**src/rtl/core/pow2_shelf_rect_allocator_assert.svh**
```systemverilog
// Assertion macros for the power-of-two shelf rectangle allocator.
`ifndef POW2_SHELF_RECT_ALLOCATOR_ASSERT_SVH
`define POW2_SHELF_RECT_ALLOCATOR_ASSERT_SVH

// Same-cycle implication, sampled on clk_i and disabled while rst_ni is low.
`define P2SRA_ASSERT_SAME(lbl, ante, cons) \
  lbl: assert property (@(posedge clk_i) disable iff (!rst_ni) (ante) |-> (cons)) \
    else $error("p2sra assertion failed");

// Next-cycle implication, sampled on clk_i and disabled while rst_ni is low.
`define P2SRA_ASSERT_NEXT(lbl, ante, cons) \
  lbl: assert property (@(posedge clk_i) disable iff (!rst_ni) (ante) |=> (cons)) \
    else $error("p2sra assertion failed");

`endif

```
**src/rtl/core/p2sra_pkg.sv**
```systemverilog
// Package with shared types and constants of the shelf rectangle allocator.
`default_nettype none

package p2sra_pkg;

  localparam int unsigned FIELD_W    = 15;
  localparam int unsigned AREA_W     = 30;
  localparam int unsigned CLASS_BITS = 4;
  localparam int unsigned SUM_W      = FIELD_W + 2;
  localparam int unsigned ADDR_W     = 3;
  localparam int unsigned DATA_W     = 32;

  localparam int unsigned ROW_CLASSES_DEF = 16;
  localparam int unsigned COORD_BITS_DEF  = 16;

  localparam logic [AREA_W-1:0]     AREA_MAX    = '1;
  localparam logic [FIELD_W-1:0]    ATLAS_RESET = 15'd256;
  localparam logic [CLASS_BITS-1:0] MIN_CLASS   = 4'd1;

  localparam logic [ADDR_W-1:0] ADDR_ATLAS_WIDTH  = 3'd0;
  localparam logic [ADDR_W-1:0] ADDR_ATLAS_HEIGHT = 3'd4;

  typedef enum logic [1:0] {
    ST_IDLE,
    ST_EVAL,
    ST_COMMIT
  } ctrl_state_e;

  typedef struct packed {
    logic load;
    logic eval;
    logic commit;
  } dp_cmd_t;

  typedef struct packed {
    logic out_free;
  } dp_status_t;

  typedef struct packed {
    logic [FIELD_W-1:0] width;
    logic [FIELD_W-1:0] height;
  } atlas_cfg_t;

endpackage

`default_nettype wire

```
**src/rtl/core/p2sra_if.sv**
```systemverilog
// Valid/ready channel interfaces for requests and results.
`default_nettype none

interface p2sra_req_if import p2sra_pkg::*; ();
  logic               valid;
  logic               ready;
  logic [FIELD_W-1:0] rect_width;
  logic [FIELD_W-1:0] rect_height;

  modport source (output valid, output rect_width, output rect_height, input ready);
  modport sink (input valid, input rect_width, input rect_height, output ready);
endinterface

interface p2sra_rsp_if import p2sra_pkg::*; ();
  logic               valid;
  logic               ready;
  logic               placed;
  logic [FIELD_W-1:0] place_x;
  logic [FIELD_W-1:0] place_y;
  logic [AREA_W-1:0]  area_used;

  modport source (output valid, output placed, output place_x, output place_y,
                  output area_used, input ready);
  modport sink (input valid, input placed, input place_x, input place_y,
                input area_used, output ready);
endinterface

`default_nettype wire

```
**src/rtl/core/p2sra_cfg.sv**
```systemverilog
// APB-style configuration registers holding the atlas size.
`default_nettype none

module p2sra_cfg import p2sra_pkg::*; (
  input  logic              clk_i,
  input  logic              rst_ni,
  input  logic              psel,
  input  logic              penable,
  input  logic              pwrite,
  input  logic [ADDR_W-1:0] paddr,
  input  logic [DATA_W-1:0] pwdata,
  output logic [DATA_W-1:0] prdata,
  output logic              pready,
  output atlas_cfg_t        cfg_o
);

  logic               wr_en;
  logic [FIELD_W-1:0] width_q, width_d;
  logic [FIELD_W-1:0] height_q, height_d;

  assign pready = 1'b1;
  assign wr_en  = psel && penable && pwrite;

  always_comb begin
    width_d  = width_q;
    height_d = height_q;
    if (wr_en && (paddr == ADDR_ATLAS_WIDTH)) begin
      width_d = pwdata[FIELD_W-1:0];
    end
    if (wr_en && (paddr == ADDR_ATLAS_HEIGHT)) begin
      height_d = pwdata[FIELD_W-1:0];
    end
  end

  always_ff @(posedge clk_i or negedge rst_ni) begin
    if (!rst_ni) begin
      width_q  <= ATLAS_RESET;
      height_q <= ATLAS_RESET;
    end else begin
      width_q  <= width_d;
      height_q <= height_d;
    end
  end

  always_comb begin
    prdata = '0;
    if (paddr == ADDR_ATLAS_WIDTH) begin
      prdata = DATA_W'(width_q);
    end else if (paddr == ADDR_ATLAS_HEIGHT) begin
      prdata = DATA_W'(height_q);
    end
  end

  assign cfg_o.width  = width_q;
  assign cfg_o.height = height_q;

endmodule

`default_nettype wire

```
**src/rtl/core/p2sra_ctrl.sv**
```systemverilog
// Controller state machine that sequences one request through the datapath.
`default_nettype none

module p2sra_ctrl import p2sra_pkg::*; (
  input  logic       clk_i,
  input  logic       rst_ni,
  input  logic       in_valid_i,
  output logic       in_ready_o,
  input  dp_status_t status_i,
  output dp_cmd_t    cmd_o
);

  ctrl_state_e state_q, state_d;

  always_comb begin
    state_d = state_q;
    unique case (state_q)
      ST_IDLE: begin
        if (in_valid_i) begin
          state_d = ST_EVAL;
        end
      end
      ST_EVAL: begin
        state_d = ST_COMMIT;
      end
      ST_COMMIT: begin
        if (status_i.out_free) begin
          state_d = ST_IDLE;
        end
      end
      default: begin
        state_d = ST_IDLE;
      end
    endcase
  end

  always_comb begin
    in_ready_o   = 1'b0;
    cmd_o        = '0;
    unique case (state_q)
      ST_IDLE: begin
        in_ready_o = 1'b1;
        cmd_o.load = in_valid_i;
      end
      ST_EVAL: begin
        cmd_o.eval = 1'b1;
      end
      ST_COMMIT: begin
        cmd_o.commit = status_i.out_free;
      end
      default: begin
        cmd_o = '0;
      end
    endcase
  end

  always_ff @(posedge clk_i or negedge rst_ni) begin
    if (!rst_ni) begin
      state_q <= ST_IDLE;
    end else begin
      state_q <= state_d;
    end
  end

endmodule

`default_nettype wire

```
**src/rtl/core/p2sra_dpath.sv**
```systemverilog
// Datapath with row class encoder, area multiplier, row register file and result register.
`default_nettype none

module p2sra_dpath import p2sra_pkg::*; #(
  parameter int unsigned ROW_CLASSES = ROW_CLASSES_DEF,
  parameter int unsigned COORD_BITS  = COORD_BITS_DEF
) (
  input  logic               clk_i,
  input  logic               rst_ni,
  input  dp_cmd_t            cmd_i,
  output dp_status_t         status_o,
  input  atlas_cfg_t         cfg_i,
  input  logic [FIELD_W-1:0] rect_width_i,
  input  logic [FIELD_W-1:0] rect_height_i,
  output logic               out_valid_o,
  input  logic               out_ready_i,
  output logic               placed_o,
  output logic [FIELD_W-1:0] place_x_o,
  output logic [FIELD_W-1:0] place_y_o,
  output logic [AREA_W-1:0]  area_used_o
);

  localparam int unsigned IDX_W = (ROW_CLASSES > 1) ? $clog2(ROW_CLASSES) : 1;

  logic [FIELD_W-1:0]    w_q, h_q;
  logic [CLASS_BITS-1:0] cls_q, cls_d;
  logic                  cls_ok_q, cls_ok_d;
  logic [FIELD_W:0]      ph_q, ph_d;
  logic [AREA_W-1:0]     prod_q;
  logic                  fit_q, fit_d;

  logic [COORD_BITS-1:0] cursor_q [ROW_CLASSES];
  logic [COORD_BITS-1:0] top_q [ROW_CLASSES];
  logic [ROW_CLASSES-1:0] open_q;
  logic [COORD_BITS-1:0] next_y_q, next_y_d;
  logic [AREA_W-1:0]     area_q, area_d;

  logic                  out_valid_q;
  logic                  placed_q;
  logic [FIELD_W-1:0]    place_x_q, place_y_q;

  logic [IDX_W-1:0]      idx;
  logic                  need_strip;
  logic                  ok;
  logic [COORD_BITS-1:0] pos_x, pos_y;
  logic [SUM_W-1:0]      pos_x_ext, pos_y_ext;
  logic [SUM_W-1:0]      cursor_sum;
  logic [SUM_W-1:0]      strip_sum;
  logic [AREA_W:0]       area_sum;

  always_comb begin
    logic [FIELD_W-1:0]    hm1;
    logic [CLASS_BITS-1:0] len;
    hm1 = (h_q > FIELD_W'(1)) ? (h_q - FIELD_W'(1)) : '0;
    len = '0;
    for (int i = 0; i < FIELD_W; i++) begin
      if (hm1[i]) begin
        len = CLASS_BITS'(i + 1);
      end
    end
    cls_d    = (len < MIN_CLASS) ? MIN_CLASS : len;
    ph_d     = (FIELD_W + 1)'(1) << cls_d;
    cls_ok_d = ({1'b0, cls_d} < (CLASS_BITS + 1)'(ROW_CLASSES));
    fit_d    = (w_q <= cfg_i.width) && (h_q <= cfg_i.height);
  end

  always_ff @(posedge clk_i) begin
    if (cmd_i.load) begin
      w_q <= rect_width_i;
      h_q <= rect_height_i;
    end
    if (cmd_i.eval) begin
      cls_q    <= cls_d;
      cls_ok_q <= cls_ok_d;
      ph_q     <= ph_d;
      fit_q    <= fit_d;
      prod_q   <= AREA_W'(w_q) * AREA_W'(h_q);
    end
  end

  assign idx        = cls_q[IDX_W-1:0];
  assign cursor_sum = SUM_W'(cursor_q[idx]) + SUM_W'(w_q);
  assign strip_sum  = SUM_W'(next_y_q) + SUM_W'(ph_q);
  assign need_strip = !open_q[idx] || (cursor_sum > SUM_W'(cfg_i.width));
  assign ok         = fit_q && cls_ok_q && (!need_strip || (strip_sum <= SUM_W'(cfg_i.height)));
  assign pos_x      = need_strip ? '0 : cursor_q[idx];
  assign pos_y      = need_strip ? next_y_q : top_q[idx];
  assign pos_x_ext  = SUM_W'(pos_x);
  assign pos_y_ext  = SUM_W'(pos_y);
  assign area_sum   = {1'b0, area_q} + {1'b0, prod_q};

  always_comb begin
    logic [SUM_W-1:0] strip_next;
    strip_next = SUM_W'(next_y_q) + SUM_W'(ph_q);
    next_y_d   = next_y_q;
    area_d     = area_q;
    if (cmd_i.commit && ok) begin
      if (need_strip) begin
        next_y_d = strip_next[COORD_BITS-1:0];
      end
      area_d = (area_sum > {1'b0, AREA_MAX}) ? AREA_MAX : area_sum[AREA_W-1:0];
    end
  end

  always_ff @(posedge clk_i or negedge rst_ni) begin
    if (!rst_ni) begin
      open_q   <= '0;
      next_y_q <= '0;
      area_q   <= '0;
    end else begin
      next_y_q <= next_y_d;
      area_q   <= area_d;
      if (cmd_i.commit && ok) begin
        open_q[idx] <= 1'b1;
      end
    end
  end

  always_ff @(posedge clk_i) begin
    if (cmd_i.commit && ok) begin
      cursor_q[idx] <= COORD_BITS'(pos_x_ext + SUM_W'(w_q));
      if (need_strip) begin
        top_q[idx] <= next_y_q;
      end
    end
  end

  always_ff @(posedge clk_i or negedge rst_ni) begin
    if (!rst_ni) begin
      out_valid_q <= 1'b0;
    end else if (cmd_i.commit) begin
      out_valid_q <= 1'b1;
    end else if (out_ready_i) begin
      out_valid_q <= 1'b0;
    end
  end

  always_ff @(posedge clk_i) begin
    if (cmd_i.commit) begin
      placed_q  <= ok;
      place_x_q <= ok ? pos_x_ext[FIELD_W-1:0] : '0;
      place_y_q <= ok ? pos_y_ext[FIELD_W-1:0] : '0;
    end
  end

  assign status_o.out_free = !out_valid_q || out_ready_i;
  assign out_valid_o       = out_valid_q;
  assign placed_o          = placed_q;
  assign place_x_o         = place_x_q;
  assign place_y_o         = place_y_q;
  assign area_used_o       = area_q;

endmodule

`default_nettype wire

```
**src/rtl/core/pow2_shelf_rect_allocator.sv**
```systemverilog
// Top level of the power-of-two shelf rectangle allocator.
//
//   port     | direction | carries
//   ---------+-----------+------------------------------------------
//   req_i    | sink      | rect_width, rect_height
//   rsp_o    | source    | placed, place_x, place_y, area_used
//   p*       | APB slave | atlas_width at 0x0, atlas_height at 0x4
//
// Each request passes through the transfer, an evaluate state for the height class
// encoder and the 15x15 area multiplier, and a commit state for the
// read-modify-write of the row register file. The commit waits while the result
// register is full and not taken; the next request is accepted once the commit is
// done. Reset clears all rows to unused, the next strip Y and the area at once.
`default_nettype none

module pow2_shelf_rect_allocator import p2sra_pkg::*; #(
  parameter int unsigned ROW_CLASSES = ROW_CLASSES_DEF,
  parameter int unsigned COORD_BITS  = COORD_BITS_DEF
) (
  input  logic              clk_i,
  input  logic              rst_ni,
  p2sra_req_if.sink         req_i,
  p2sra_rsp_if.source       rsp_o,
  input  logic              psel,
  input  logic              penable,
  input  logic              pwrite,
  input  logic [ADDR_W-1:0] paddr,
  input  logic [DATA_W-1:0] pwdata,
  output logic [DATA_W-1:0] prdata,
  output logic              pready
);

  `include "pow2_shelf_rect_allocator_assert.svh"

  atlas_cfg_t cfg;
  dp_cmd_t    dp_cmd;
  dp_status_t dp_status;

  p2sra_cfg u_cfg (
    .clk_i   (clk_i),
    .rst_ni  (rst_ni),
    .psel    (psel),
    .penable (penable),
    .pwrite  (pwrite),
    .paddr   (paddr),
    .pwdata  (pwdata),
    .prdata  (prdata),
    .pready  (pready),
    .cfg_o   (cfg)
  );

  p2sra_ctrl u_ctrl (
    .clk_i      (clk_i),
    .rst_ni     (rst_ni),
    .in_valid_i (req_i.valid),
    .in_ready_o (req_i.ready),
    .status_i   (dp_status),
    .cmd_o      (dp_cmd)
  );

  p2sra_dpath #(
    .ROW_CLASSES (ROW_CLASSES),
    .COORD_BITS  (COORD_BITS)
  ) u_dpath (
    .clk_i         (clk_i),
    .rst_ni        (rst_ni),
    .cmd_i         (dp_cmd),
    .status_o      (dp_status),
    .cfg_i         (cfg),
    .rect_width_i  (req_i.rect_width),
    .rect_height_i (req_i.rect_height),
    .out_valid_o   (rsp_o.valid),
    .out_ready_i   (rsp_o.ready),
    .placed_o      (rsp_o.placed),
    .place_x_o     (rsp_o.place_x),
    .place_y_o     (rsp_o.place_y),
    .area_used_o   (rsp_o.area_used)
  );

  `P2SRA_ASSERT_NEXT(a_busy_after_req, req_i.valid && req_i.ready, !req_i.ready)
  `P2SRA_ASSERT_NEXT(a_commit_shows_result, dp_cmd.commit, rsp_o.valid)
  `P2SRA_ASSERT_SAME(a_refused_zero_xy, rsp_o.valid && !rsp_o.placed, (rsp_o.place_x == '0) && (rsp_o.place_y == '0))
  `P2SRA_ASSERT_SAME(a_one_command, 1'b1, $onehot0(dp_cmd))

endmodule

`default_nettype wire
```
**src/flat_wrapper.sv**
```systemverilog
// flat-port wrapper written by rule: the top's interface ports become plain ports
module pow2_shelf_rect_allocator_flat import p2sra_pkg::*;
#(
  parameter int unsigned ROW_CLASSES = ROW_CLASSES_DEF,
  parameter int unsigned COORD_BITS  = COORD_BITS_DEF
)
  (clk_i, rst_ni, psel, penable, pwrite, paddr, pwdata, prdata, pready, req_i_valid, req_i_rect_width, req_i_rect_height, req_i_ready, rsp_o_valid, rsp_o_placed, rsp_o_place_x, rsp_o_place_y, rsp_o_area_used, rsp_o_ready);
  p2sra_req_if req_i_i ();
  p2sra_rsp_if rsp_o_i ();
  input  logic clk_i;
  input  logic rst_ni;
  input  logic psel;
  input  logic penable;
  input  logic pwrite;
  input  logic [ADDR_W-1:0] paddr;
  input  logic [DATA_W-1:0] pwdata;
  output logic [DATA_W-1:0] prdata;
  output logic pready;
  input wire logic [$bits(req_i_i.valid)-1:0] req_i_valid;
  input wire logic [$bits(req_i_i.rect_width)-1:0] req_i_rect_width;
  input wire logic [$bits(req_i_i.rect_height)-1:0] req_i_rect_height;
  output wire logic [$bits(req_i_i.ready)-1:0] req_i_ready;
  output wire logic [$bits(rsp_o_i.valid)-1:0] rsp_o_valid;
  output wire logic [$bits(rsp_o_i.placed)-1:0] rsp_o_placed;
  output wire logic [$bits(rsp_o_i.place_x)-1:0] rsp_o_place_x;
  output wire logic [$bits(rsp_o_i.place_y)-1:0] rsp_o_place_y;
  output wire logic [$bits(rsp_o_i.area_used)-1:0] rsp_o_area_used;
  input wire logic [$bits(rsp_o_i.ready)-1:0] rsp_o_ready;
  assign req_i_i.valid = req_i_valid;
  assign req_i_i.rect_width = req_i_rect_width;
  assign req_i_i.rect_height = req_i_rect_height;
  assign req_i_ready = req_i_i.ready;
  assign rsp_o_valid = rsp_o_i.valid;
  assign rsp_o_placed = rsp_o_i.placed;
  assign rsp_o_place_x = rsp_o_i.place_x;
  assign rsp_o_place_y = rsp_o_i.place_y;
  assign rsp_o_area_used = rsp_o_i.area_used;
  assign rsp_o_i.ready = rsp_o_ready;
  pow2_shelf_rect_allocator #(.ROW_CLASSES(ROW_CLASSES), .COORD_BITS(COORD_BITS)) u_core (.clk_i(clk_i), .rst_ni(rst_ni), .req_i(req_i_i), .rsp_o(rsp_o_i), .psel(psel), .penable(penable), .pwrite(pwrite), .paddr(paddr), .pwdata(pwdata), .prdata(prdata), .pready(pready));
endmodule
```
**config.mk**
```make
export PLATFORM = sky130hd
export DESIGN_NAME = pow2_shelf_rect_allocator_flat
export DESIGN_NICKNAME = d
export VERILOG_FILES = /design/src/rtl/core/p2sra_pkg.sv /design/src/rtl/core/p2sra_if.sv /design/src/rtl/core/p2sra_cfg.sv /design/src/rtl/core/p2sra_ctrl.sv /design/src/rtl/core/p2sra_dpath.sv /design/src/rtl/core/pow2_shelf_rect_allocator.sv /design/src/flat_wrapper.sv
export VERILOG_INCLUDE_DIRS = /design/src /design/src/rtl/core
export SDC_FILE = /design/constraint.sdc
export NUM_CORES = 1
export LEC_CHECK = 0
export BUFFER_PORTS_ARGS = -buffer_cell sky130_fd_sc_hd__buf_4
export CORE_ASPECT_RATIO = 0.8
export CORE_UTILIZATION = 30
export DETAILED_ROUTE_END_ITERATION = 10
export PLACE_DENSITY = 0.49
export SYNTH_ARGS = -nofsm -noshare
export SYNTH_HDL_FRONTEND = slang
export SYNTH_SLANG_ARGS = --single-unit
```
**constraint.sdc**
```tcl
create_clock -name clk_i -period 22.8 [get_ports clk_i]
set_input_delay 4.56 -clock clk_i [delete_from_list [all_inputs] [get_ports clk_i]]
set_output_delay 4.56 -clock clk_i [all_outputs]
set_load 0.05 [all_outputs]
```
Yosys cells after proc, flatten, opt, wreduce, memory -nomap -nowiden
Memories as Yosys holds them, arrays and structs flattened. A register that Yosys moved wholly into a read port is not among the register bits. Index checks and enable logic that the tools add are counted.

Add/subtract/negate cells: 5. $mul: 1. Div/mod/pow operators: 0. Order comparisons: 9. Equality and inequality tests: 5. Shift-type cells: 1. Muxes and demuxes: 42. Bitwise operators: 1. Reductions and logical operators: 19.

Operators by type and width (number): 15-bit two-way mux (4); 4-bit two-way mux (15); 30-bit by 30-bit adder with 31-bit output (1); 31-bit by 30-bit > comparator with 1-bit output, second input constant (1); 15-bit less-or-equal comparator (2); 15-bit by 15-bit multiplier with 30-bit output (1); 30-bit two-way mux (1); 16-bit by 15-bit adder with 17-bit output (1); 16-bit by 16-bit adder with 17-bit output (1); 17-bit by 15-bit > comparator with 1-bit output (1); 17-bit by 15-bit less-or-equal comparator with 1-bit output (1); 16-bit by 15-bit adder with 16-bit output (1); 16-bit two-way mux (1); 16-bit bitwise OR (1); 1-bit by 4-bit left shift with 16-bit output, first input constant (1); 15-bit by 1-bit > comparator with 1-bit output, second input constant (1); 15-bit by 1-bit subtractor with 15-bit output, second input constant (1); 1-bit two-way mux (14); 1-bit logical AND (8); 2-bit two-way mux (4); 2-bit one-hot mux with 3 select lines (1); 4-bit by 5-bit < comparator with 1-bit output, second input constant (1); 1-bit binary-select mux with 4-bit select (1); 1-bit demux with 4-bit select (1); other kinds (12) (18).

Register bits after elaboration: 207. Bits in latches: 0. Bits in writable memories: 512. Bits in read-only memories: 0. Input port bits: 72. Memories: 2.

Memory list: u_core.u_dpath.cursor_q (depth 16, width 16, read ports 1, clocked after memory_dff 1, wr ports 1, line p2sra_dpath.sv:32) `logic [COORD_BITS-1:0] cursor_q [ROW_CLASSES];`; u_core.u_dpath.top_q (depth 16, width 16, read ports 1, clocked after memory_dff 1, wr ports 1, line p2sra_dpath.sv:33) `logic [COORD_BITS-1:0] top_q [ROW_CLASSES];`.

Longest topological paths before layout
Gate-level depths: netlist of the first run.

Depth in word-level cells: 20. Depth in mapped cells: 39.

Hierarchy
Synthesis of the first run repeated with hierarchy kept, for this count alone.

Cells, all modules: 2790. Area, all modules: 39248.9 µm².

Modules (own cells, without submodules): p2sra_dpath (times used 1, cells an instance 2658, area an instance 37577.3 µm²); p2sra_cfg (times used 1, cells an instance 123, area an instance 1576.5 µm²); p2sra_ctrl (times used 1, cells an instance 9, area an instance 95.1 µm²).

Worst setup path before layout of the first run
Ideal clock, no wire load.

Kind: input-to-output. Start: input paddr[2]. End: output prdata[10]. Arrival time: 6134 ps. Data required time: 18240 ps. Slack: 12106 ps. Cell stages on the path: 4. Path buffers: 2. Cell sequence: clkbuf_1 -> clkbuf_1 -> mux2i_1 -> nor2_1.

Cells in the longest elaborated chain, start to end: 3. Elaborated cells on any way between the ends: 4. Those cells by class: eq/ne: 1; mux: 2; reduce/logical: 1.

Ends and longest elaborated chain: start: declaration (line flat_wrapper.sv:15) `input logic [ADDR_W-1:0] paddr;`; 3-bit == test (line p2sra_cfg.sv:49) `end else if (paddr == ADDR_ATLAS_HEIGHT) begin`; 15-bit two-way mux (line p2sra_cfg.sv:49); 15-bit two-way mux * (line p2sra_cfg.sv:47) `if (paddr == ADDR_ATLAS_WIDTH) begin`; end: declaration (line flat_wrapper.sv:17) `output logic [DATA_W-1:0] prdata;`.

Every way passes the cells marked *; elsewhere a longest branch is shown, timed or not.

Worst setup path after layout of the first run
Start: input paddr[1]. End: output prdata[13].

Same word-level chain as after synthesis.

==> impl_metrics.ini, run 1 <==
[clock_network]
post_cts_buffers = 0
path_clk_slew_ns = 0.06
clock-sinks = 707
ctsResizeCount = 0
htree_levels = 3
postCtsHoldBufs = 0
cts_buffer_depth = 3
numCtsBuffers = 76
root_buffer = clkbuf_16
cts_tree = built
clk_latency_ns = 0.68

[pwr]
switching_share = 0.422
seqPwrFrac = 0.256
p_per_area_nw_per_um2 = 166
vdd_drop_max_mv = 0.249
p_total_uw = 7540
pwr-share-clk = 0.168
p_int_uw = 4360
p_leak_uw = 0.0175
pwr-share-comb = 0.576
power_switching_uw = 3190

[timing]
layout_min_cycle_time_ns = 10.40
period_share = 0.456
fmax_ghz = 0.0961
fin_setup_tns_ns = 0
finalSetupViolCount = 0
fin_skew_ns = 0.0459
worstMarginPinSlew_ns = 1.26
worst_slack_ns = 12.40
maxSlewViolCount = 0
relSlewSlack = 0.153
rsz0062_at_grt = false
hold_violations = 0

[yosys]
synthTopCellsByCount = 608 x edfxtp_1, 232 x ha_1, 224 x inv_1
yosysUniqueCellTypes = 82
async_reset_ff_frac = 0.134
yosysWarnings = 0
yosys.area.top_type = edfxtp_1
ys_seq_area_frac = 0.524
synth_top_family_by_area = adder cells
syn_inst = 2814
synth_most_common_cell = edfxtp_1
synth.top_cell.area_share = 0.462
synthAdderAreaFrac = 0.160
synthMuxAreaShare = 0.113
synth.avg_cell_area_um2 = 14.0
synth-seq-cells = 707
synth_compound_area_frac = 0.0661
synth_area_leaders = edfxtp_1 46%, mux4_2 9.0%, fa_1 8.7%, ha_1 7.3%, dfrtp_1 5.9%
syn-cell-area_um2 = 39500
synth_simple_gate_area_frac = 0.0786
synth_flop_cell = edfxtp_1
synth_xor_area_frac = 0.0204
synth_edf_count = 608

[critical_path]
setup.worst_path.end_class = output port
start_kind = input port
critical-path-max-stage-delay_ns = 0.47
critical_path_class = input port to output port
worstPathArrival_ns = 5.84
crit_slowest_cell = or2_2
r2r_slack_ns = 12.84
crit_chain = buf_4, or2_2, nor2_1, buf_4
crit_fanout = 15
crit_path_frequent_cell = buf_4
worst_ep_required_time_ns = 18.24

[placed_design]
postPlaceCellArea_um2 = 42800
dp_slack_ns = 12.39
io_buffers = 132
place_congestion = 0.826
dp_hpwl_mm = 69.2

[final_layout]
multi_input_area_um2 = 17600
synthToLayoutAreaGrowth_pct = 14.8
ff_latch_area_um2 = 20700
fin_nets = 3446
finalCoreUtilization = 0.349
design_area_um2 = 45400
nFillCells = 12600
drive_gt1_frac = 0.188
diodes = 0

[detailed_routing]
wl_per_cell_um = 21.7
firstDrtPassIters = 7
met1_length_mm = 52.8
drt_iter0_markers = 1773
vias = 23400
ant_nets = 0
wl_met3_mm = 5.42
routed-wl-met2_mm = 43.2
drt-total-wl_mm = 103
top_layer = met4
vias_per_cell = 4.89
drc = 0

[grt]
grt_pass1_wl_mm = 156
grt_start_max_net_pins = 65
gr-usage-all-layers = 0.156
gr-total-overflow = 0
antenna_found_initial = 3
grt_pass1_vias = 23500

[hold_path]
worstHoldPathType = flop to flop

[floorplanning]
dieArea_um2 = 133000
start_util = 0.304
coreArea_um2 = 130000
fp.dieH_um = 327
num_io_pins = 168
die_w_um = 408
rows = 118

[outcome]
status = finished, final reports clean

[job]
cap_violations = 0
critical path: cells and delay by family:
kind	cells	cell delay, ns
buf+inv	2	0.39
simple gates	2	0.88
routing by layer:
layer / up-vias / track usage
li1: 10700 / -
met1: 12100 / 0.244
met2: 543 / 0.220
met3: 103 / 0.0300
met4: 0 / 0.0363
met5: - / 0
cell type report:
class | instances | share of cell area
clock buffers | 91 | 0.0434
clock inverters | 50 | 0.0125
inverters | 225 | 0.0186
multi-input cells | 1758 | 0.387
flip-flops and latches | 707 | 0.457
well taps | 1740 | 0.0480
repair buffers | 203 | 0.0336
registers in the layout (all words and copies together) (netlist names), 16 cells and up, named ones only:
signal and cells:
u_core.u_dpath.cursor_q 256, u_core.u_dpath.top_q 240, u_core.u_dpath.area_used_o 30, u_core.u_dpath.prod_q 30
u_core.u_dpath.next_y_q 16, u_core.u_dpath.open_q 16, u_core.u_dpath.ph_q 16
logic make-up (layout without fill, tap and decap cells):
| group | Yosys count | after routing |
|---|---|---|
| other | 2 | 19 |
| flip-flops | 707 | 707 |
| AND/OR/NAND/NOR | 614 | 614 |
| multiplexers | 242 | 242 |
| adder cells (fa/ha/maj) | 403 | 403 |
| AO/OA/AOI/OAI | 388 | 388 |
| XOR/XNOR | 92 | 92 |
| buffers and inverters | 366 | 569 |
cell usage in the layout (no fill, tap or decap), types with 23 or more instances in the layout:
cell type  count
xnor2_1       63
nor2_1       100
dfrtp_1       93
fa_1         171
a21oi_1      100
o22a_1        28
o21a_1        31
nand2b_1      28
and3_1        24
xor2_1        28
o21ai_0       50
o21bai_1      23
edfxtp_1     608
inv_1        223
ha_1         232
buf_4        203
mux4_2       158
nand2_1      178
and2_1       118
mux2i_1       36
mux2_2        35
a21o_1        53
clkbuf_16     76
power groups by stage:
stage | registers (µW) | logic, µW | clock network [µW]
detailed placement | 1960 | 4350 | 0
CTS | 1940 | 4400 | 1310
finish | 1930 | 4340 | 1270
global route | 1950 | 4890 | 1350
floorplan | 2010 | 3230 | 0
global placement | 1960 | 4360 | 0
stage by stage:
stage                     hold WS, ns  std cells
after floorplan                 0.438       2831
after global placement          0.454       4633
after detailed placement        0.456       4633
after CTS                       0.474       4774
after global routing            0.482       4774
final                           0.472       4774
worst paths after layout:
kind                                                  startpoint                                    endpoint  cells after the start
setup / recovery                                        paddr[1]                                  prdata[13]                      4
hold / removal             u_core.u_dpath.open_q[11]$_DFFE_PN0P_       u_core.u_dpath.open_q[11]$_DFFE_PN0P_                      1
setup reg to reg                                            flop    u_core.u_dpath.cursor_q[7][10]$_DFFE_PP_                     33
hold reg to reg            u_core.u_dpath.open_q[11]$_DFFE_PN0P_       u_core.u_dpath.open_q[11]$_DFFE_PN0P_                      1
max in group asynchronous                                 rst_ni         u_core.u_cfg.width_q[5]$_DFFE_PN0P_                      3
min in group asynchronous                                 rst_ni  u_core.u_dpath.area_used_o[28]$_DFFE_PN0P_                      1
Note: power is estimated with default switching activity, not from simulation.
==> run 2: changes to the inputs <==
Clock period 22.8 ns to 10.09 ns, I/O delays scaled along.
==> impl_metrics.ini, run 2 (synthesis results as in run 1) <==
[critical_path]
worst_ep_required_time_ns = 10.39
setup.worst_path.end_class = flop
start_kind = flop
critical_path_class = flop to flop
r2r_end = u_core.u_dpath.cursor_q[6][10]$_DFFE_PP_
cpLargestDelayFamily = compound AO/OA/AOI/OAI gates
crit_path_frequent_cell = o21ai_0
worstPathArrival_ns = 9.30
crit_fanout = 37
crit_slowest_cell = dfxtp_4
r2r_slack_ns = 1.09
critPathBufInv = 2
rr_worst_depth = 32
critical-path-max-stage-delay_ns = 0.85

[detailed_routing]
drt_iter0_markers = 1875
vias = 23300
ant_nets = 0
drc = 0
vias_per_cell = 4.88
wl_per_cell_um = 21.7
drt-total-wl_mm = 104
firstDrtPassIters = 5

[hold_path]
hp-start = u_core.u_dpath.open_q[13]$_DFFE_PN0P_
worstHoldPathType = flop to flop
hold_depth = 1
worst_hold_path.endpoint = u_core.u_dpath.open_q[13]$_DFFE_PN0P_

[floorplanning]
dieArea_um2 = 133000
fp.dieH_um = 327
die_w_um = 408
coreArea_um2 = 130000
rows = 118
num_io_pins = 168
start_util = 0.304

[timing]
rsz0062_at_grt = false
fmax_ghz = 0.111
worstMarginPinSlew_ns = 1.22
hold_violations = 0
fin_setup_tns_ns = 0
relSlewSlack = 0.182
layout_min_cycle_time_ns = 9.00
finalSetupViolCount = 0
maxSlewViolCount = 0
fin_skew_ns = 0.0510
period_share = 0.892

[grt]
gr-total-overflow = 0
grt_start_max_net_pins = 66
gr-usage-all-layers = 0.157
antenna_found_initial = 2
grt_pass1_vias = 23800
grt_pass1_wl_mm = 156

[placed_design]
io_buffers = 132
dp_hpwl_mm = 69.0
place_congestion = 0.823

[clock_network]
ctsResizeCount = 0
cts_buffer_depth = 3
clock-sinks = 707
post_cts_buffers = 0
root_buffer = clkbuf_16
clk_latency_ns = 0.69
cts_tree = built
postCtsHoldBufs = 0
numCtsBuffers = 78
path_clk_slew_ns = 0.06
htree_levels = 3

[final_layout]
synthToLayoutAreaGrowth_pct = 15.0
final_common_cell = edfxtp_1
largest_reg_flops = 256
top_register = u_core.u_dpath.cursor_q
top_regs = u_core.u_dpath.cursor_q: 256 flops, u_core.u_dpath.top_q: 240 flops
fin_nets = 3449
drive_gt1_frac = 0.190
layout_common_cells = 608 x edfxtp_1, 232 x ha_1, 223 x inv_1

[outcome]
status = finished, final reports clean

[pwr]
p_total_uw = 17100
vdd_drop_max_mv = 0.556
p_leak_uw = 0.0175
p_per_area_nw_per_um2 = 376

[job]
cap_violations = 0
run 2: cell types whose count changed in the layout (fill, tap and decap cells not counted), sizes merged:
cell and change:
buf +1, bufinv -1, clkinv +5, clkinvlp -1
diode +1
run 2: worst max path at each step:
stage                     from                                        to  depth (start not counted)
after floorplan           flop  u_core.u_dpath.cursor_q[0][12]$_DFFE_PP_                         38
after global placement    flop  u_core.u_dpath.cursor_q[4][10]$_DFFE_PP_                         32
after detailed placement  flop  u_core.u_dpath.cursor_q[4][10]$_DFFE_PP_                         32
after CTS                 flop  u_core.u_dpath.cursor_q[5][10]$_DFFE_PP_                         32
after global routing      flop  u_core.u_dpath.cursor_q[6][10]$_DFFE_PP_                         32
final                     flop  u_core.u_dpath.cursor_q[6][10]$_DFFE_PP_                         32
run 2: report_power, final:
group	switching [µW]	leakage (µW)	internal [µW]	total (µW)
Clock	1260	0.00127	1640	2900
Combinational	5590	0.00941	4200	9800
Sequential	369	0.00683	4010	4380
Total	7220	0.0175	9860	17100
run 2: layer usage:
layer,wire (µm),global-route usage,vias to the layer above
met5,0,0,-
met4,1710,0.0316,0
met3,6250,0.0337,103
met2,43000,0.220,589
met1,52500,0.246,12000
li1,-,-,10700
run 2: through the flow:
stage | util | instance area [µm²] | hold slack (ns) | setup WS (ns) | std cells
after floorplan | - | 39600 | 0.438 | 2.03 | 2831
after global placement | 0.329 | 42800 | 0.455 | 1.26 | 4634
after detailed placement | 0.329 | 42800 | 0.457 | 1.23 | 4634
after CTS | 0.349 | 45400 | 0.472 | 1.10 | 4778
after global routing | 0.349 | 45400 | 0.491 | 0.105 | 4778
final | 0.349 | 45400 | 0.468 | 1.09 | 4779
run 2: final cells by class:
type / count / area (µm²)
Inverter: 225 / 845
Multi-Input combinational cell: 1758 / 17600
Sequential cell: 707 / 20700
Clock inverter: 53 / 591
Tap cell: 1740 / 2180
Fill cell: 12600 / 84600
Clock buffer: 91 / 2010
Timing Repair Buffer: 204 / 1530
Antenna cell: 1 / 2.50
